## config.mk

```make
export PLATFORM = sky130hd
export DESIGN_NAME = wod_fifo
export DESIGN_NICKNAME = d
export VERILOG_FILES = /design/src/design/wod_pkg.sv /design/src/design/wod_fifo.sv
export SDC_FILE = /design/constraint.sdc
export NUM_CORES = 1
export LEC_CHECK = 0
export BUFFER_PORTS_ARGS = -buffer_cell sky130_fd_sc_hd__buf_2
export CAP_MARGIN = 20
export CORE_MARGIN = 5
export CORE_UTILIZATION = 30
export CTS_CLUSTER_DIAMETER = 200
export DETAILED_ROUTE_END_ITERATION = 6
export GPL_TIMING_DRIVEN = 0
export MAX_ROUTING_LAYER = met4
export SKIP_CTS_REPAIR_TIMING = 1
export SYNTH_ARGS = -nofsm -noshare
export SYNTH_HDL_FRONTEND = slang
export SYNTH_SLANG_ARGS = --single-unit
```

## constraint.sdc

```tcl
create_clock -name i_clk -period 7.65 [get_ports i_clk]
set_clock_uncertainty 0.15 [all_clocks]
set_input_delay 0.3825 -clock i_clk [delete_from_list [all_inputs] [get_ports i_clk]]
set_output_delay 0.3825 -clock i_clk [all_outputs]
set_load 0.01 [all_outputs]
```

## src/design/wod_pkg.sv

```systemverilog
// Package for the weighted offset deformer.
// Holds field widths, mode codes and the item and queue entry types.
// No dependencies.
package wod_pkg;

    localparam int POS_BITS    = 32;
    localparam int IDX_BITS    = 16;
    localparam int W_BITS      = 16;
    localparam int CNT_BITS    = 11;
    localparam int DIFF_BITS   = POS_BITS + 1;
    localparam int QUEUE_DEPTH = 4;
    localparam int QCNT_BITS   = $clog2(QUEUE_DEPTH + 1);

    localparam logic [1:0] MODE_LOAD_STATIC = 2'd0;
    localparam logic [1:0] MODE_LOAD_ANIM   = 2'd1;
    localparam logic [1:0] MODE_INFLUENCE   = 2'd2;

    typedef struct packed {
        logic [1:0]                 mode;
        logic signed [IDX_BITS-1:0] entry_index;
        logic signed [POS_BITS-1:0] pos_x;
        logic signed [POS_BITS-1:0] pos_y;
        logic signed [POS_BITS-1:0] pos_z;
        logic [W_BITS-1:0]          weight;
        logic                       last_influence;
    } t_in_item;

    typedef struct packed {
        logic signed [POS_BITS-1:0] out_x;
        logic signed [POS_BITS-1:0] out_y;
        logic signed [POS_BITS-1:0] out_z;
        logic                       moved;
    } t_out_item;

    // One influence request handed from the front to the back.
    typedef struct packed {
        logic [2:0][DIFF_BITS-1:0] diff;
        logic [2:0][POS_BITS-1:0]  pos;
        logic [W_BITS-1:0]         weight;
        logic                      counted;
        logic                      last;
    } t_q_entry;

endpackage

```

## src/design/wod_fifo.sv

```systemverilog
// Short request queue between the front and the back of the deformer.
// Depends on wod_pkg.
module wod_fifo
    import wod_pkg::*;
(
    input  logic                 i_clk,
    input  logic                 i_rst_n,
    input  logic                 i_push,
    input  t_q_entry             i_push_data,
    input  logic                 i_pop,
    output t_q_entry             o_head,
    output logic                 o_empty,
    output logic [QCNT_BITS-1:0] o_count
);
    localparam int PW = $clog2(QUEUE_DEPTH);

    t_q_entry             r_mem [QUEUE_DEPTH];
    logic [PW-1:0]        r_wr_ptr, n_wr_ptr;
    logic [PW-1:0]        r_rd_ptr, n_rd_ptr;
    logic [QCNT_BITS-1:0] r_count, n_count;

    always_comb begin
        n_wr_ptr = i_push ? r_wr_ptr + PW'(1) : r_wr_ptr;
        n_rd_ptr = i_pop ? r_rd_ptr + PW'(1) : r_rd_ptr;
        n_count  = r_count + QCNT_BITS'(i_push) - QCNT_BITS'(i_pop);
    end

    always_ff @(posedge i_clk) begin
        if (!i_rst_n) begin
            r_wr_ptr <= '0;
            r_rd_ptr <= '0;
            r_count  <= '0;
        end else begin
            r_wr_ptr <= n_wr_ptr;
            r_rd_ptr <= n_rd_ptr;
            r_count  <= n_count;
        end
    end

    always_ff @(posedge i_clk) begin
        if (i_push) begin
            r_mem[r_wr_ptr] <= i_push_data;
        end
    end

    assign o_head  = r_mem[r_rd_ptr];
    assign o_empty = (r_count == '0);
    assign o_count = r_count;

    a_no_overflow: assert property (@(posedge i_clk) disable iff (!i_rst_n)
        i_push && !i_pop |-> r_count < QCNT_BITS'(QUEUE_DEPTH))
        else $error("request queue overflow");

    a_no_underflow: assert property (@(posedge i_clk) disable iff (!i_rst_n)
        i_pop |-> !o_empty)
        else $error("request queue read while empty");

endmodule

```

### Yosys cells after proc, flatten, opt, wreduce, memory -nomap -nowiden

Memories as Yosys holds them, arrays and structs flattened. A register that Yosys moved wholly into a read port is not among the register bits.
Cells that the tools add are included.

| word-level totals | value |
|---|---|
| bits in registers | 7 |
| bits in writable memories | 852 |
| logic and storage cells | 13 |
| memories kept | 1 |

| cells by class | value |
|---|---|
| add/subtract/negate cells | 4 |
| mux-type cells | 4 |
| reduce and logical (&&, ||, !) cells | 1 |

Memories:

| name | depth | bits a word | read ports | clocked after memory_dff | wr ports | RTL line | source |
|---|---|---|---|---|---|---|---|
| r_mem | 4 | 213 | 1 | 1 | 1 | wod_fifo.sv:17 | `t_q_entry r_mem [QUEUE_DEPTH];` |

Operator list:

| cell | count |
|---|---|
| $add A2 B1 Y2 const B | 2 |
| $mux W2 | 2 |
| $add A3 B1 Y3 | 1 |
| $logic_not A3 Y1 | 1 |
| $sub A3 B1 Y3 | 1 |
| $mux W1 | 2 |

### Depth between registers and ports, before layout

Gate-level depths: netlist of run 1.

| depth | value |
|---|---|
| depth after elaboration | 3 |
| depth in mapped cells | 7 |
| gate-level depth less buffers | 7 |

### Least setup slack after synthesis of run 1

Ideal clock, no wire load.

| timing path | value |
|---|---|
| path kind | register to register |
| start | register r_wr_ptr[0] |
| end | memory r_mem[0][0] (netlist bit) (enable) |
| setup time | 0.599 ns |
| data arrival time | 5.383 ns |
| slack | 1.518 ns |
| stages on the path, launching flop included | 4 |
| path buffers | 0 |
| clock period less this slack | 6.132 ns |
| path through | dfxtp_1 > inv_1 > ha_1 > and2_1 |

RTL lines:

| what | RTL line | source |
|---|---|---|
| start, declared | wod_fifo.sv:18 | `logic [PW-1:0] r_wr_ptr, n_wr_ptr;` |
| start signal, assigned | wod_fifo.sv:34 | `r_wr_ptr <= n_wr_ptr;` |
| end, declared | wod_fifo.sv:17 |  |

No word-level cell before the write port.

==> results of run 1 <==
## synth_stat cells, drive strengths merged
cell	count	area [sq um]
edfxtp	852	25600
mux4	213	4800
buf	43	340
dfxtp	9	180
inv	7	26.3
and2	6	37.5
ha	6	75.1
clkbuf	5	18.8
nor2	5	18.8
xnor2	2	17.5
a21bo	1	10.0
a21oi	1	5.00
fa	1	20.0
mux2i	1	10.0
nand3b	1	7.51
nor3	1	5.00
xor3	1	23.8
## state kept, by name, indices dropped and copies added (netlist names), named ones only
signal / count
r_mem: 852
o_count: 3
r_rd_ptr: 2
r_wr_ptr: 2
## layout by cell type, fill, tap and decap left out, drive strengths merged, types with 2 or more instances in the layout
cell | netlist | layout
and2 | 6 | 6
buf | 43 | 493
bufinv | 0 | 13
clkbuf | 5 | 116
clkinv | 0 | 35
clkinvlp | 0 | 4
dfxtp | 9 | 9
diode | 0 | 7
dlygate4sd3 | 0 | 216
edfxtp | 852 | 852
ha | 6 | 6
inv | 7 | 14
mux4 | 213 | 213
nor2 | 5 | 5
xnor2 | 2 | 2
## metrics by stage
step / power (W) / std cells / setup slack (ns) / util [%]
global route: 0.0116 / 3377 / 4.01 / 39.5
floorplan: 0.00618 / 1155 / 1.52 / -
global placement: 0.00668 / 2968 / -2.75 / 33.9
detailed placement: 0.00665 / 2985 / 4.80 / 34.4
finish: 0.0111 / 3378 / 4.19 / 39.5
CTS: 0.0112 / 3155 / 4.04 / 37.4
## kinds of logic (layout without fill, tap and decap cells)
kind of cell             after synthesis  after routing  synth area share (%)
flip-flops                           861            861                  82.6
adder cells (fa/ha/maj)                7              7                 0.305
buffers and inverters                 55            891                  1.24
other                                  0              7                     0
AO/OA/AOI/OAI                          2              2                0.0481
AND/OR/NAND/NOR                       13             13                 0.221
XOR/XNOR                               3              3                 0.132
multiplexers                         214            214                  15.4
## area by class of cell
type                            count  area [sq um]  share of cell area [%]
Antenna cell                        7          17.5                  0.0429
Buffer                             48           359                   0.879
Clock buffer                      111          2420                    5.91
Clock inverter                     59           721                    1.76
Inverter                            7          26.3                  0.0643
Multi-Input combinational cell    239          5040                    12.3
Sequential cell                   861         25800                    63.0
Tap cell                         1380          1730                    4.23
Timing Repair Buffer              666          4800                    11.7
## final timing paths
check | slack, ns | end | cells after the start | startpoint
setup / recovery | 4.19 | o_head[90] | 6 | flop
hold / removal | 0.32 | r_mem[2][7] | 2 | i_push_data[7]
setup reg to reg | 5.24 | r_mem[0][155] | 5 | r_wr_ptr[0]
hold reg to reg | 0.37 | flop | 2 | r_rd_ptr[1]
## critical path, cell delays in order, from the launching register on
cell	delay, ns
dfxtp_1	0.30
buf_2	0.18
clkbuf_1	0.45
buf_16	0.21
buf_2	0.38
mux4_2	0.51
buf_2	0.20
## layer usage
metal	up-vias	global-route usage, %	share of wire [%]
li1	6577	-	-
met1	7873	14.6	40
met2	436	20.2	51
met3	83	4.50	7.3
met4	0	3.58	1.7
met5	-	-	0
## power by group through the flow
stage,Sequential (W),Combinational (W),Clock (W)
6_report,0.00547,0.00114,0.00453
5_1_grt,0.00548,0.00123,0.00489
4_1_cts,0.00547,0.00108,0.00467
3_5_place_dp,0.00557,0.00108,0
3_3_place_gp,0.00565,0.00102,0
2_1_floorplan,0.00561,0.000573,0
==> qor.yml, run 1 <==
period_share_pct: 45.2
postSynthCellCount: 1155
holdWs_ns: 0.319
critPathLaunchType: "flop"
clkLatencyLatePin_ns: 0.67
slew_viol_final: 0
drc: 0
endpoint_kind: "output pin"
io_pins: 434
drt_iter0_markers: 889
syn_to_final_growth_pct: 31.1
slew_headroom_pct: 48.3
io_buffer_count: 433
synth_area_sq_um: 31200
vias: 15000
nets: 2139
max-vdd-ir-drop_v: 0.000212
grt_pass1_vias: 15200
intPower_w: 0.00868
antenna_found_initial: 8
clock_power_share_pct: 40.6
rows: 118
hold_path_class: "input pin to flop"
htree_num_levels: 3
dpl-instance-area_sq_um: 35500
p_seq_share_pct: 49.1
p_switching_w: 0.00246
cts_buffer_depth: 3
path_class: "flop to output pin"
tightest_slew_ns: 0.776
cap_violations: 0
tns_ns: 0
n_fill_cell: 9201
cp.arrival_ns: 2.92
path_clk_slew_ns: 0.06
cts_root_buffer: "clkbuf_16"
track_usage_pct: 12.4
die_width_um: 332
synth_seq_cells: 861
grt_pass1_wl_um: 100000
die_h_um: 332
p_comb_share_pct: 10.2
dieArea_sq_um: 110000
dp_hpwl_um: 44000
first_pass_iters: 5
wl_per_cell_um: 20.4
wl_um: 69000
clock-sinks: 861
yosysSeqAreaShare_pct: 82.6
initial_core_util_pct: 30.2
finalSetupViolCount: 0
leakagePower_nw: 13.8
synth_cell_types: 18
crit_required_ns: 7.12
powerDensity_nw_per_um2: 273
ant_nets: 0
postSynthAreaPerCell_sq_um: 27.0
gp_congestion: 0.726
finalHoldViolCount: 0
cts_tree: "yes"
finalCriticalPeriod_ns: 3.46
rsz0062_at_grt: "false"
viasPerCell: 4.43
fin_area_sq_um: 40900
status: "finished clean"
grt.overflow.total: 0
ys_warn_count: 0
drive_gt1_share_pct: 42.4
grt_max_degree: 57
p_sw_share_pct: 22.1
core_sq_um: 103000
crit_fanout: 10
syn-num-nets: 1379
cts_buffers: 92
achievable-frequency_mhz: 289
No activity file was read; power rests on OpenSTA's default activity.
==> run 2: changes to the inputs <==
Clock period 7.65 ns to 3.2 ns, I/O delays scaled along.
==> run 2 against run 1 <==
Die area unchanged. Non-clock buffer count up 1. Power is 130% higher.
==> qor.yml, run 2 (synthesis results as in run 1) <==
critPathLaunchType: "flop"
cap_violations: 0
dieArea_sq_um: 110000
htree_num_levels: 3
rows: 118
holdWs_ns: 0.110
die_h_um: 332
grt_pass1_wl_um: 101000
grt_pass1_vias: 15300
largest_reg_flops: 852
wl_per_cell_um: 20.5
crit_fanout: 10
p_seq_share_pct: 50.6
die_width_um: 332
powerDensity_nw_per_um2: 636
slew_viol_final: 0
cts_tree: "yes"
core_sq_um: 103000
intPower_w: 0.0200
period_share_pct: 94.3
crit_slowest_cell: "mux4_2"
drt_iter0_markers: 949
endpoint_kind: "output pin"
ant_nets: 0
p_switching_w: 0.00583
cpPeakStageDelay_ns: 0.47
track_usage_pct: 12.5
max-vdd-ir-drop_v: 0.000456
finalHoldViolCount: 0
cp.arrival_ns: 2.71
clock-sinks: 861
layout_common_cells: "852 x edfxtp_1, 455 x buf_2, 217 x dlygate4sd3_1, 213 x mux4_2, 92 x clkbuf_16"
finalCriticalPeriod_ns: 3.02
antenna_found_initial: 11
grt.overflow.total: 0
drive_gt1_share_pct: 42.4
first_pass_iters: 4
clock_power_share_pct: 38.8
final_common_cell: "edfxtp_1"
vias: 14900
achievable-frequency_mhz: 331
drc: 0
post-layout-total-power_w: 0.0258
gp_congestion: 0.725
rsz0062_at_grt: "false"
tightest_slew_ns: 0.689
p_comb_share_pct: 10.6
hold_path_class: "input pin to flop"
nets: 2139
slew_headroom_pct: 54.1
io_pins: 434
setup_slack_ns: 0.183
status: "finished clean"
wl_um: 69300
initial_core_util_pct: 30.2
io_buffer_count: 433
syn_to_final_growth_pct: 30.3
dp_hpwl_um: 45200
cp_cell_sequence: "buf_2 -> clkbuf_2 -> buf_16 -> buf_2 -> mux4_2 -> buf_2"
crit_required_ns: 2.89
top_register: "r_mem"
dpl_worst_slack_ns: 0.567
p_sw_share_pct: 22.6
grt_max_degree: 56
clkLatencyLatePin_ns: 0.64
path_class: "flop to output pin"
finalSetupViolCount: 0
viasPerCell: 4.40
cts_buffer_depth: 3
leakagePower_nw: 13.7
crit_path_frequent_cell: "buf_2"
cts_buffers: 91
cts_root_buffer: "clkbuf_16"
path_clk_slew_ns: 0.06
[run 2: path summary, 6_finish.rpt]
path / start / to / slack, ns / cells after the start
hold reg to reg: r_rd_ptr[0] / r_rd_ptr[1] / 0.39 / 2
hold / removal: i_push_data[45] / r_mem[0][45] / 0.11 / 2
setup reg to reg: r_wr_ptr[0] / r_mem[2][194] / 0.76 / 5
setup / recovery: flop / o_head[126] / 0.18 / 6
[run 2: power groups by stage]
stage                     registers [W]  logic [W]  clock network, W
final                            0.0131    0.00273            0.0100
after detailed placement         0.0133    0.00259                 0
after global placement           0.0133    0.00247                 0
after CTS                        0.0131    0.00260            0.0104
after floorplan                  0.0133    0.00137                 0
after global routing             0.0131    0.00296            0.0108
[run 2: per-stage QoR]
| step | instance area (sq um) | utilization (%) | std cells | TNS [ns] |
|---|---|---|---|---|
| floorplan | 31200 | - | 1155 | 0 |
| global placement | 35100 | 33.9 | 2968 | -602.39 |
| detailed placement | 35500 | 34.4 | 2985 | 0 |
| CTS | 38400 | 37.2 | 3154 | -1.62 |
| global route | 40600 | 39.3 | 3380 | 0 |
| finish | 40600 | 39.3 | 3382 | 0 |
[run 2: layout make-up]
cell class	instances	area [sq um]
repair buffers	667	4810
clock inverters	58	493
multi-input cells	239	5040
plain buffers	48	363
flip-flops and latches	861	25800
diodes	11	27.5
inverters	7	26.3
well taps	1380	1730
clock buffers	111	2370
fillers	9184	62700
[run 2: critical path, delay by kind of cell, from the launching register on]
kind,cells,cell delay [ns]
buffers and inverters,5,1.27
DFF,1,0.30
muxes,1,0.47
[run 2: routing by layer]
layer	vias up	global-route usage (%)	wire [um]
li1	6578	-	-
met1	7749	14.9	28200
met2	441	19.9	34300
met3	116	4.54	5130
met4	0	4.21	1780
met5	-	-	0
==> run 3: changes to the inputs <==
Settings changed: PLACE_DENSITY from default to 0.48.
==> run 3 against run 2 <==
Design area is 0.10% higher. Sequential power hardly changed. Via count is 0.87% lower. Largest cell class unchanged. Largest power group unchanged. First-iteration DRC count is 19% lower. Critical endpoint is now o_head[128]. Highest routed layer unchanged.
==> qor.yml, run 3 (synthesis results as in run 1) <==
status: "finished clean"
slew_headroom_pct: 45.7
drt_iter0_markers: 768
grt.overflow.total: 0
powerDensity_nw_per_um2: 639
final_cells: 3383
final_common_cell: "edfxtp_1"
finalHoldViolCount: 0
wl_per_cell_um: 20.7
grt_max_degree: 51
top_register: "r_mem"
cts_buffers: 93
max-vdd-ir-drop_v: 0.000526
cts_tree: "yes"
crit_family: "buffers and inverters"
wl_um: 69900
crit_path_frequent_cell: "buf_2"
vias: 14800
multi_input_area_sq_um: 5040
gp_congestion: 0.708
fin_util_pct: 39.3
n_fill_cell: 9368
rows: 118
clkLatencyLatePin_ns: 0.63
path_class: "flop to output pin"
cp_cell_sequence: "buf_2 -> clkbuf_2 -> buf_8 -> buf_2 -> mux4_2 -> buf_2"
r2r_start: "r_wr_ptr[0]"
htree_num_levels: 3
die_h_um: 332
first_pass_iters: 4
slew_viol_final: 0
hold_path_class: "input pin to flop"
io_pins: 434
tns_ns: 0
track_usage_pct: 12.7
rsz0062_at_grt: "false"
cts_buffer_depth: 3
cts_root_buffer: "clkbuf_16"
place_inst: 2985
final-seq-area_sq_um: 25800
path_clk_slew_ns: 0.06
cap_violations: 0
largest_reg_flops: 852
drc: 0
leakagePower_nw: 13.7
endpoint_kind: "output pin"
achievable-frequency_mhz: 328
core_sq_um: 103000
ant_nets: 0
viasPerCell: 4.36
layout_common_cells: "852 x edfxtp_1, 455 x buf_2, 217 x dlygate4sd3_1, 213 x mux4_2, 96 x clkbuf_16"
dp_hpwl_um: 44900
cpPeakStageDelay_ns: 0.36
crit_required_ns: 2.89
holdWs_ns: 0.122
initial_core_util_pct: 30.2
die_width_um: 332
critPathBufInv: 5
nets: 2140
min-delay-start: "i_push_data[33]"
finalCriticalPeriod_ns: 3.04
drive_gt1_share_pct: 42.0
syn_to_final_growth_pct: 30.4
critPathLaunchType: "flop"
clock-sinks: 861
grt_pass1_vias: 15300
tightest_slew_ns: 0.814
period_share_pct: 95.1
finalSetupViolCount: 0
antenna_found_initial: 12
crit_slowest_cell: "mux4_2"
grt_pass1_wl_um: 101000
dieArea_sq_um: 110000
crit_fanout: 16
cp.arrival_ns: 2.73
io_buffer_count: 433
[run 3: changes by cell type in the layout (fill, tap and decap cells not counted), moves of 2 or more]
cell	previous run	this run
bufinv_16	5	7
clkbuf_1	23	29
clkbuf_16	92	96
clkinv_1	18	20
clkinv_2	23	14
inv_16	2	0
[run 3: final cells by class]
class,count,area share (%)
well taps,1380,4.25
clock buffers,121,6.14
flip-flops and latches,861,63.4
multi-input cells,239,12.4
plain buffers,47,0.874
clock inverters,49,1.06
repair buffers,667,11.8
diodes,12,0.0739
inverters,7,0.0646
[run 3: where the power goes]
group          switching (W)  internal [W]  total, W
logic                0.00144       0.00129   0.00273
registers           0.000102        0.0130    0.0131
clock network        0.00415       0.00605    0.0102
[run 3: per-stage QoR]
stage | power [W] | setup slack (ns) | instance area [sq um]
floorplan | 0.0147 | 0.570 | 31200
global placement | 0.0158 | -0.888 | 35100
detailed placement | 0.0159 | 0.531 | 35500
CTS | 0.0263 | -0.207 | 38500
global route | 0.0272 | 0.00000999 | 40700
finish | 0.0260 | 0.156 | 40700
[run 3: path summary, 6_finish.rpt]
kind / slack (ns) / cells after the start / endpoint
max: 0.16 / 6 / o_head[128]
min: 0.12 / 2 / r_mem[0][33]
min reg2reg: 0.40 / 2 / r_rd_ptr[1]
max reg2reg: 0.63 / 4 / r_mem[3][199]
[run 3: routing by layer]
layer	vias to the layer above	wire, um	GRT usage [%]
met1	7671	28500	15.0
met3	104	5090	4.98
li1	6583	-	-
met2	396	34600	20.3
met4	0	1590	3.45
met5	-	0	-
